==> src/hdl/ckt_pkg.sv <==
package ckt_pkg;

	localparam logic [1:0] MODE_ADD    = 2'd0;
	localparam logic [1:0] MODE_LIST   = 2'd1;
	localparam logic [1:0] MODE_SEARCH = 2'd2;
	localparam logic [1:0] MODE_DELETE = 2'd3;

	localparam logic [2:0] ST_ADDED     = 3'd0;
	localparam logic [2:0] ST_FULL      = 3'd1;
	localparam logic [2:0] ST_FOUND     = 3'd2;
	localparam logic [2:0] ST_NOT_FOUND = 3'd3;
	localparam logic [2:0] ST_DELETED   = 3'd4;
	localparam logic [2:0] ST_EMPTY     = 3'd5;
	localparam logic [2:0] ST_ENTRY     = 3'd6;

	typedef struct packed {
		logic [1:0]         mode;
		logic signed [31:0] key;
		logic signed [31:0] value_in;
	} req_t;

	typedef struct packed {
		logic [2:0]         status;
		logic signed [31:0] rec_key;
		logic signed [31:0] rec_value;
		logic               last;
	} rsp_t;

	typedef struct packed {
		logic signed [31:0] key;
		logic signed [31:0] value;
	} rec_t;

	// write: load new record at index count; rotate: ring of count entries
	// moves one step toward cell 0; drop: shift down without wrap
	typedef struct packed {
		logic write;
		logic rotate;
		logic drop;
	} cell_ctl_t;

endpackage

==> src/hdl/ckt_cell.sv <==
module ckt_cell import ckt_pkg::*; #(
	parameter int CNT_W = 7,
	parameter int IDX   = 0
) (
	input  logic             clk,
	input  cell_ctl_t        ctl,
	input  logic [CNT_W-1:0] count,
	input  rec_t             new_rec,
	input  rec_t             next_rec,
	input  rec_t             head_rec,
	output rec_t             rec
);

	localparam logic [CNT_W-1:0] MY_IDX  = CNT_W'(IDX);
	localparam logic [CNT_W-1:0] TAIL_AT = CNT_W'(IDX + 1);

	rec_t rec_q;

	always_ff @(posedge clk) begin
		if (ctl.write) begin
			if (count == MY_IDX) begin
				rec_q <= new_rec;
			end
		end else if (ctl.rotate) begin
			if (count == TAIL_AT) begin
				rec_q <= head_rec;
			end else begin
				rec_q <= next_rec;
			end
		end else if (ctl.drop) begin
			rec_q <= next_rec;
		end
	end

	assign rec = rec_q;

endmodule

==> config.mk <==
export PLATFORM = sky130hd
export DESIGN_NAME = ckt_cell
export DESIGN_NICKNAME = d
export VERILOG_FILES = /design/src/hdl/ckt_pkg.sv /design/src/hdl/ckt_cell.sv
export SDC_FILE = /design/constraint.sdc
export NUM_CORES = 1
export LEC_CHECK = 0
export BUFFER_PORTS_ARGS = -buffer_cell sky130_fd_sc_hd__buf_2
export CORE_MARGIN = 2
export CORE_UTILIZATION = 38
export CTS_CLUSTER_DIAMETER = 120
export DETAILED_ROUTE_END_ITERATION = 8
export PLACE_DENSITY = 0.76
export SYNTH_ARGS = -nofsm -noshare
export SYNTH_HDL_FRONTEND = slang
export SYNTH_SLANG_ARGS = --single-unit
==> constraint.sdc <==
create_clock -name clk -period 4.72 [get_ports clk]
set_input_delay 0.944 -clock clk [delete_from_list [all_inputs] [get_ports clk]]
set_output_delay 0.944 -clock clk [all_outputs]
set_load 0.005 [all_outputs]
== Yosys cells after proc, flatten, opt, wreduce, memory -nomap -nowiden ==
Cells that the tools add are included.
Word-level totals
  logic and storage cells: 12
  input bits: 203
  register bits after elaboration: 64
  output and inout port bits: 64
Operators by class
  muxes and demuxes: 5
  reductions and logical operators: 3
  equal/unequal tests: 2
Operator list (count)
  $mux 64: 5
  $eq 7x1->1 const B: 1
  $logic_not 7->1: 1
  $reduce_bool 3->1: 1
  $ne 2x1->1 const B: 1
  $reduce_and 2->1: 1

== Logic depth before layout (Yosys ltp) ==
Gate-level depths: netlist of the first run.
  depth in word-level cells: 4
  depth in mapped cells: 5
  depth with buffers taken out: 3

== Worst setup path before layout of the first run ==
OpenSTA, ideal clock, no wires.
  kind: input -> register
  from: input port ctl[2] (netlist name)
  to: register rec_q (netlist bit rec[0]), enable pin
  data arrival time: 4.293 ns
  buffers on the path: 3
  path slack: -0.067 ns
  cell stages on the path: 4
  setup time: 0.494 ns
  required time: 4.226 ns
  path through: buf_2 > buf_2 > buf_2 > o21ai_1
Between the ends
  longest elaborated chain between the ends: 2
  elaborated cells between the ends (all ways): 3
  those cells by class: eq/ne: 1; reduce/logical: 2
Ends and longest elaborated chain
  start: declaration: line ckt_cell.sv:6  | input cell_ctl_t ctl,
  $ne 2x1->1 (no line) or $reduce_bool 3->1 (tied branches)
  $reduce_and 2->1 (no line) *
  end signal: assignment: line ckt_cell.sv:22  | rec_q <= new_rec;
  end signal: assignment: line ckt_cell.sv:26  | rec_q <= head_rec;
  end signal: assignment: line ckt_cell.sv:28  | rec_q <= next_rec;
  end: declaration: line ckt_cell.sv:17  | rec_t rec_q;
Every way passes the cells marked *; elsewhere a longest branch is shown, timed or not.
A chain may end at the register's enable or synchronous reset.

== Final worst setup path of the first run ==
  from: input port ctl[2] (netlist name)
  to: register rec_q (netlist bit rec[12]), enable pin
The elaborated chain is that of the path after synthesis.

==> results.toml, run 1 <==
[synthesis]
syn_inst = 369
synth_seq_cells = 64
syn_nets = 572
seq_area_frac_synth_pct = 48.8
yosysUniqueCellTypes = 19
synth.cell_area_um2 = 3940
synth_top_area_share_pct = 48.8
ys.warnings.count = 0
avgSynthCellArea_um2 = 10.7
yosysTopAreaCell = "edfxtp_1"
netlist_top_cells_area = "edfxtp_1 49%, nand4b_1 14%, o311ai_1 14%"

[route]
viasPerCell = 5.27
dr_wl_met3_um = 932
highest_layer = "met4"
wl_met2_um = 5920
wl_met1_um = 4440
routed-via-count = 3944
drc = 0
drtIter0Drc = 184
wl_per_cell_um = 15.4
routed_wl_um = 11500
final_antenna_net_count = 0
drt_first_pass_iters = 5

[sta]
hold_viol_final = 0
min_period_ps = 2690
timing.slew.headroom_pct = 43.9
fin_crit_sh_pct = 57.0
rsz0062_at_grt = "false"
maxSlewViolCount = 0
final-setup-viol-count = 0
fin_tns_setup_ps = 0
worst_pin_slew_ps = 841
fmax_mhz = 371

[hold_path]
hold_class = "in2reg"

[placed_design]
portBuffers = 266
place_hpwl_um = 8260
place.gp.congestion = 0.799
placed_cells = 733

[power_and_ir_drop]
power.static_leakage_nw = 2.45
power.density_nw_per_um2 = 274
ir_drop_v = 0.000148
finalPower_mw = 1.47

[floorplanning]
coreArea_um2 = 10200
ios = 267
fp.dieW_um = 106
dieArea_um2 = 11200
die-height_um = 106
num_rows = 37
initial_core_util_pct = 38.7

[grt]
track_usage_pct = 19.9
grt_pass1_wl_um = 17800
grt_remaining_overflow = 0
antenna_found_initial = 0
grt_pass1_vias = 3826
grt_max_degree = 105

[clock_network]
cts_max_level = 3
cts_setup_buffers = 0
path_clk_slew_ps = 70
clockBufferDepth = 2
cts_tree = "yes"
cts_hold_buf = 0
cts_made_buffers = 9
clockRootBuffer = "clkbuf_8"
cts.sink_count = 64
cts.repair.resized = 0

[finish]
largest_register_ffs = 64
nets = 811
area_growth_pct = 36.1
antenna_cells = 0
multi_input_area_um2 = 1460
final_layout_size_suffix_gt1_share_pct = 47.1
instances_no_fill = 748
nFillCells = 940
ff_latch_area_um2 = 1920

[flow_run]
max-cap-violations = 0

[setup_path]
cp.arrival_ps = 2650
required_ps = 4680
critPathKind = "in2reg"
critPathLaunchType = "primary input"
critPathCaptureType = "flip-flop"
cp_max_fo = 104

[run_status]
outcome = "completed"
[per-layer routing]
layer	vias to the layer above	global-route usage [%]
li1	1874	-
met1	1827	23.9
met2	222	35.4
met3	21	3.53
met4	0	7.89
met5	-	0
[cells by family (layout without fill, tap and decap cells)]
group / after synthesis / count (layout) / synth area share [%]
AO/OA/AOI/OAI: 65 / 65 / 14.7
buffers and inverters: 106 / 349 / 14.4
flip-flops: 64 / 64 / 48.8
AND/OR/NAND/NOR: 134 / 134 / 22.1
[per-stage QoR]
| stage | area, um2 | setup slack, ps | utilization [%] | hold slack [ps] |
|---|---|---|---|---|
| 2_1_floorplan | 3940 | 1160 | - | 1150 |
| 3_3_place_gp | 5160 | 1730 | 50.6 | 1240 |
| 3_5_place_dp | 5160 | 1650 | 50.6 | 1240 |
| 4_1_cts | 5360 | 2010 | 52.6 | 885 |
| 5_1_grt | 5360 | 1860 | 52.6 | 900 |
| 6_report | 5360 | 2030 | 52.6 | 911 |
[final cells by class]
type	instances	area share (%)
flip-flops and latches	64	35.9
multi-input cells	199	27.3
repair buffers	270	25.5
inverters	64	4.48
well taps	136	3.18
clock buffers	10	2.38
clock inverters	5	1.35
[placed cells by master (no fill, tap or decap)]
master,Yosys,final
nand2_1,64,64
o21ai_4,0,1
and2_4,1,1
nand4b_1,64,64
clkbuf_8,0,9
nor2_1,1,1
buf_4,7,5
clkinv_1,0,2
o311ai_2,2,2
inv_1,64,64
nor4_4,1,1
nor4bb_4,1,1
nand3_1,1,1
o311ai_1,62,62
clkbuf_1,13,1
edfxtp_1,64,64
clkinv_2,0,1
nor3_1,1,1
buf_2,13,265
bufinv_16,0,2
[final timing paths]
kind                         from                end  slack [ps]  cells past startpoint
worst max-delay path       ctl[2]  rec[12]$_DFFE_PP_        2030                      4
worst min-delay path  new_rec[54]  rec[54]$_DFFE_PP_         910                      3
[report_power, final]
group          internal (mW)  switching [mW]
Combinational          0.137           0.129
Sequential             0.693          0.0143
Clock                  0.290           0.203
[synthesized netlist by cell type]
library cell  number
buf_4              7
inv_1             64
nand4b_1          64
nor4bb_4           1
nor4_4             1
o21ai_1            1
nand2_1           64
buf_2             13
o311ai_1          62
edfxtp_1          64
nand3_1            1
and2_4             1
clkbuf_1          13
buf_6              1
clkbuf_4           1
buf_12             7
o311ai_2           2
nor3_1             1
nor2_1             1
[worst max-delay path, stage by stage]
cell     delay [ps]
buf_4           620
nand3_1         260
o21ai_4         110
buf_4           650
Power figures use the tool's default switching activity.
==> inputs of run 2 (changes only) <==
--- a/config.mk
+++ b/config.mk
@@ -6,11 +6,11 @@
 export NUM_CORES = 1
 export LEC_CHECK = 0
 export BUFFER_PORTS_ARGS = -buffer_cell sky130_fd_sc_hd__buf_2
-export CORE_MARGIN = 2
-export CORE_UTILIZATION = 38
+export CORE_AREA = 2 2 103 105
 export CTS_CLUSTER_DIAMETER = 120
 export DETAILED_ROUTE_END_ITERATION = 8
-export PLACE_DENSITY = 0.76
+export DIE_AREA = 0 0 105 107
+export PLACE_DENSITY = 0.75
 export SYNTH_ARGS = -nofsm -noshare
 export SYNTH_HDL_FRONTEND = slang
 export SYNTH_SLANG_ARGS = --single-unit
==> constraint.sdc (replaced) <==
create_clock -name clk -period 2.5 [get_ports clk]
set_input_delay 0.5 -clock clk [delete_from_list [all_inputs] [get_ports clk]]
set_output_delay 0.5 -clock clk [all_outputs]
set_load 0.005 [all_outputs]
==> run 2 against run 1 <==
Effect of this change: sequential power increased by 88%; combinational power increased by 93%; worst hold slack got worse by 450 ps; power increased by 83%; sequential share of layout area decreased by 0.34 points; via count about the same; non-clock buffer count increased by 3; first-iteration DRC count increased by 26%; cell count increased by 0.53%; routed wire length increased by 1.9%; clock power increased by 71%; die area increased by 0.38%.
==> results.toml, run 2 (synthesis gave the netlist of run 1 again) <==
[finish]
final_cell_mix = "265 x buf_2, 64 x inv_1, 64 x nand4b_1, 64 x nand2_1, 64 x edfxtp_1"
final_layout_size_suffix_gt1_share_pct = 47.2
final_common_cell = "buf_2"
area_growth_pct = 37.4
utilization_pct = 53.6
finalInstanceArea_um2 = 5410
nets = 814
instances_no_fill = 752
antenna_cells = 0
largest_register_ffs = 64

[power_and_ir_drop]
combPwrFrac_pct = 19.1
power.static_leakage_nw = 2.48
clkPwrFrac_pct = 31.3
power.density_nw_per_um2 = 497
ir_drop_v = 0.000289
netSwitchingFraction_pct = 24.6
p_sw_uw = 662
p_int_mw = 2.03
seqPwrFrac_pct = 49.6

[flow_run]
max-cap-violations = 0

[sta]
rsz0062_at_grt = "false"
fin_crit_sh_pct = 70.5
whs_ps = 458
worst_pin_slew_ps = 713
final-setup-viol-count = 0
maxSlewViolCount = 0
fin_tns_setup_ps = 0
hold_viol_final = 0
fmax_mhz = 567
min_period_ps = 1760
timing.slew.headroom_pct = 52.4

[route]
wl_per_cell_um = 15.6
viasPerCell = 5.24
routed_wl_um = 11700
final_antenna_net_count = 0
drtIter0Drc = 232
drc = 0
drt_first_pass_iters = 4
routed-via-count = 3942

[setup_path]
critPathLaunchType = "primary input"
cp_max_fo = 64
cp_num_buf_inv = 2
critPathKind = "in2reg"
critPathCaptureType = "flip-flop"
cp.arrival_ps = 1870
required_ps = 2610
cp_slowest_stage_delay_ps = 630
cpMaxStageDelayCell = "buf_4"
crit_family = "buffers and inverters"
path_cells = "buf_2 > nor4_4 > buf_4 > nand4b_1 > o311ai_1"

[grt]
grt_max_degree = 91
track_usage_pct = 20.0
grt_pass1_wl_um = 17800
grt_pass1_vias = 3708
grt_remaining_overflow = 0
antenna_found_initial = 0

[clock_network]
clockRootBuffer = "clkbuf_8"
cts_tree = "yes"
clockBufferDepth = 2
cts.repair.resized = 0
cts_max_level = 3
cts_hold_buf = 0
cts_setup_buffers = 0
path_clk_slew_ps = 80
cts.sink_count = 64
cts_made_buffers = 9

[placed_design]
place_hpwl_um = 8430
place.gp.congestion = 0.786
portBuffers = 266
placed_cells = 736
placed_area_um2 = 5230

[hold_path]
hold_class = "in2reg"
hold-path-cell-count = 3
hp-start = "new_rec[31]"
whs_endpoint = "rec[31]$_DFFE_PP_"

[floorplanning]
die-height_um = 107
coreArea_um2 = 10100
initial_core_util_pct = 39.0
fp.dieW_um = 105
ios = 267
num_rows = 37
dieArea_um2 = 11200

[run_status]
outcome = "completed"
==> run 2: changes by cell type in the layout (fill, tap and decap cells not counted) <==
cell and change:
buf_4 -1, buf_12 +4, clkbuf_1 +1, bufinv_16 -1, clkinv_2 +1
==> run 2: worst max path at each step <==
stage | slack, ps | depth (start not counted) | endpoint | startpoint
after global routing | 650 | 5 | rec[56]$_DFFE_PP_ | count[5]
after global placement | 500 | 5 | rec[51]$_DFFE_PP_ | count[5]
after detailed placement | 420 | 5 | rec[56]$_DFFE_PP_ | count[5]
after floorplan | 9 | 4 | rec[0]$_DFFE_PP_ | ctl[2]
final | 740 | 5 | rec[56]$_DFFE_PP_ | count[5]
after CTS | 780 | 5 | rec[56]$_DFFE_PP_ | count[5]
==> run 2: tightest hold or removal path, delay by kind of cell <==
| family | cells | cell delay, ps |
|---|---|---|
| AOI/OAI and AO/OA | 1 | 70 |
| buffers and inverters | 1 | 70 |
| and+or+nand+nor | 1 | 40 |
==> run 2: metrics by stage <==
step	setup WS (ps)	total power [mW]
floorplan	9.17	1.57
global placement	499	1.86
detailed placement	425	1.87
CTS	776	2.72
global route	645	2.81
finish	738	2.69
==> run 2: final cells by class <==
class | instances | area (um2)
Clock buffer | 11 | 131
Fill cell | 946 | 4680
Sequential cell | 64 | 1920
Multi-Input combinational cell | 199 | 1460
Inverter | 64 | 240
Tap cell | 136 | 170
Clock inverter | 5 | 47.5
Timing Repair Buffer | 273 | 1440
==> run 2: power by group through the flow <==
stage / registers [mW] / logic (mW) / clock network [mW]
2_1_floorplan: 1.37 / 0.194 / 0
3_3_place_gp: 1.35 / 0.506 / 0
3_5_place_dp: 1.36 / 0.518 / 0
4_1_cts: 1.33 / 0.519 / 0.870
5_1_grt: 1.34 / 0.565 / 0.906
6_report: 1.33 / 0.514 / 0.841
==> run 2: metal layers <==
layer / track usage [%] / wire (um) / share of wire (%)
met5: 0 / 0 / 0
met4: 8.00 / 220 / 1.9
met3: 5.35 / 806 / 6.9
met2: 35.9 / 6180 / 53
met1: 22.5 / 4530 / 39
==> inputs of run 3 (changes only) <==
--- a/config.mk
+++ b/config.mk
@@ -6,11 +6,11 @@
 export NUM_CORES = 1
 export LEC_CHECK = 0
 export BUFFER_PORTS_ARGS = -buffer_cell sky130_fd_sc_hd__buf_2
-export CORE_AREA = 2 2 103 105
+export CORE_MARGIN = 2
+export CORE_UTILIZATION = 38
 export CTS_CLUSTER_DIAMETER = 120
 export DETAILED_ROUTE_END_ITERATION = 8
-export DIE_AREA = 0 0 105 107
-export PLACE_DENSITY = 0.75
+export PLACE_DENSITY = 0.76
 export SYNTH_ARGS = -nofsm -noshare
 export SYNTH_HDL_FRONTEND = slang
 export SYNTH_SLANG_ARGS = --single-unit
==> constraint.sdc (replaced) <==
create_clock -name clk -period 1.5 [get_ports clk]
set_input_delay 0.3 -clock clk [delete_from_list [all_inputs] [get_ports clk]]
set_output_delay 0.3 -clock clk [all_outputs]
set_load 0.005 [all_outputs]
==> run 3 against run 2 <==
Effect of this change: worst hold slack worse by 200 ps; core utilization up 0.74 points; sequential share of layout area down 0.80 points; combinational power up 72%; routed wire length down 1.8%; sequential cell count unchanged; first-iteration DRC count up 2.2%; cell count up 1.7%; critical path type unchanged.
==> results.toml, run 3 (synthesis gave the netlist of run 1 again) <==
[run_status]
outcome = "completed"

[route]
routed-via-count = 3940
routed_wl_um = 11500
drc = 0
wl_per_cell_um = 15.1
drtIter0Drc = 237
final_antenna_net_count = 0
viasPerCell = 5.15
drt_first_pass_iters = 5

[placed_design]
placed_cells = 749
place.gp.congestion = 0.836
portBuffers = 266
place_hpwl_um = 8870

[grt]
antenna_found_initial = 1
grt_pass1_wl_um = 17900
use_met1_pct = 22.8
grt.met3_usage_pct = 3.96
track_usage_pct = 20.2
grt_pass1_vias = 3817
busiest_layer = "met2"
met2_usage_pct = 36.9
grt_max_degree = 82
grt_remaining_overflow = 0

[flow_run]
max-cap-violations = 0

[finish]
largest_register_ffs = 64
final_common_cell = "buf_2"
area_growth_pct = 40.5
instances_no_fill = 765
final_cell_mix = "265 x buf_2, 64 x inv_1, 64 x nand4b_1, 64 x nand2_1, 64 x edfxtp_1"
antenna_cells = 0
utilization_pct = 54.3
nets = 827
final_layout_size_suffix_gt1_share_pct = 48.3
nFillCells = 938

[floorplanning]
num_rows = 37
die-height_um = 106
ios = 267
dieArea_um2 = 11200
fp.dieW_um = 106
initial_core_util_pct = 38.7
coreArea_um2 = 10200

[power_and_ir_drop]
power.static_leakage_nw = 2.54
power.density_nw_per_um2 = 783
finalPower_mw = 4.33
ir_drop_v = 0.000347

[sta]
rsz0062_at_grt = "false"
fmax_mhz = 751
min_period_ps = 1330
fin_crit_sh_pct = 88.8
hold_viol_final = 0
maxSlewViolCount = 0
timing.slew.headroom_pct = 76.0
final-setup-viol-count = 0
worst_pin_slew_ps = 354

[clock_network]
cts_made_buffers = 9
cts.repair.resized = 0
cts_hold_buf = 0
path_clk_slew_ps = 80
cts_tree = "yes"
cts_setup_buffers = 0
cts.sink_count = 64
clockRootBuffer = "clkbuf_8"
cts_max_level = 3
clockBufferDepth = 2

[setup_path]
cp.arrival_ps = 1440
cp_max_fo = 18
critPathKind = "in2reg"
cpMaxStageDelayCell = "nor4bb_4"
cp_slowest_stage_delay_ps = 320
path_cells = "buf_2 > nor4bb_4 > buf_4 > buf_12 > nand4b_1 > o311ai_1"
critPathLaunchType = "primary input"
critPathCaptureType = "flip-flop"
crit_family = "buffers and inverters"
cp_num_buf_inv = 3
required_ps = 1610

[hold_path]
hold_class = "in2reg"
run 3: cell types whose count changed in the layout (fill, tap and decap cells not counted):
cell / previous run / this run
clkbuf_1: 2 / 3
clkinv_1: 2 / 1
clkinvlp_4: 0 / 1
bufinv_16: 1 / 0
buf_4: 4 / 13
buf_12: 4 / 8
run 3: final cells by class:
cell class	count	area [um2]	area share, %
tap	136	170	3.07
timing repair buffer	286	1580	28.6
multi-input combinational	199	1460	26.4
sequential	64	1920	34.7
clock inverter	4	21.3	0.384
clock buffer	12	135	2.44
inverter	64	240	4.34
run 3: through the flow:
step                      hold slack [ps]  cell area, um2  setup slack, ps  setup TNS [ps]
after detailed placement              594            5380             -187          -11720
after global placement                591            5380             -147           -9850
after floorplan                       503            3970             -641          -41040
after global routing                  249            5530              114               0
final                                 257            5530              168               0
after CTS                             236            5530              181               0
run 3: power breakdown:
part | switching, mW | internal, mW
Clock | 0.634 | 0.590
Sequential | 0.0462 | 2.18
Combinational | 0.415 | 0.469
run 3: final timing paths:
kind / startpoint / to / slack [ps] / cells after the start
worst min-delay path: new_rec[7] / rec[7]$_DFFE_PP_ / 260 / 3
worst max-delay path: count[3] / rec[27]$_DFFE_PP_ / 170 / 6
run 3: tightest hold or removal path: stages:
cell	delay, ps
buf_2	70
nand2_1	40
o311ai_1	70
run 3: layer usage:
| layer | up-vias | part of all wire, % |
|---|---|---|
| met4 | 2 | 1.4 |
| met3 | 17 | 7.9 |
| li1 | 1906 | - |
| met1 | 1813 | 38 |
| met2 | 202 | 53 |
| met5 | - | 0.11 |
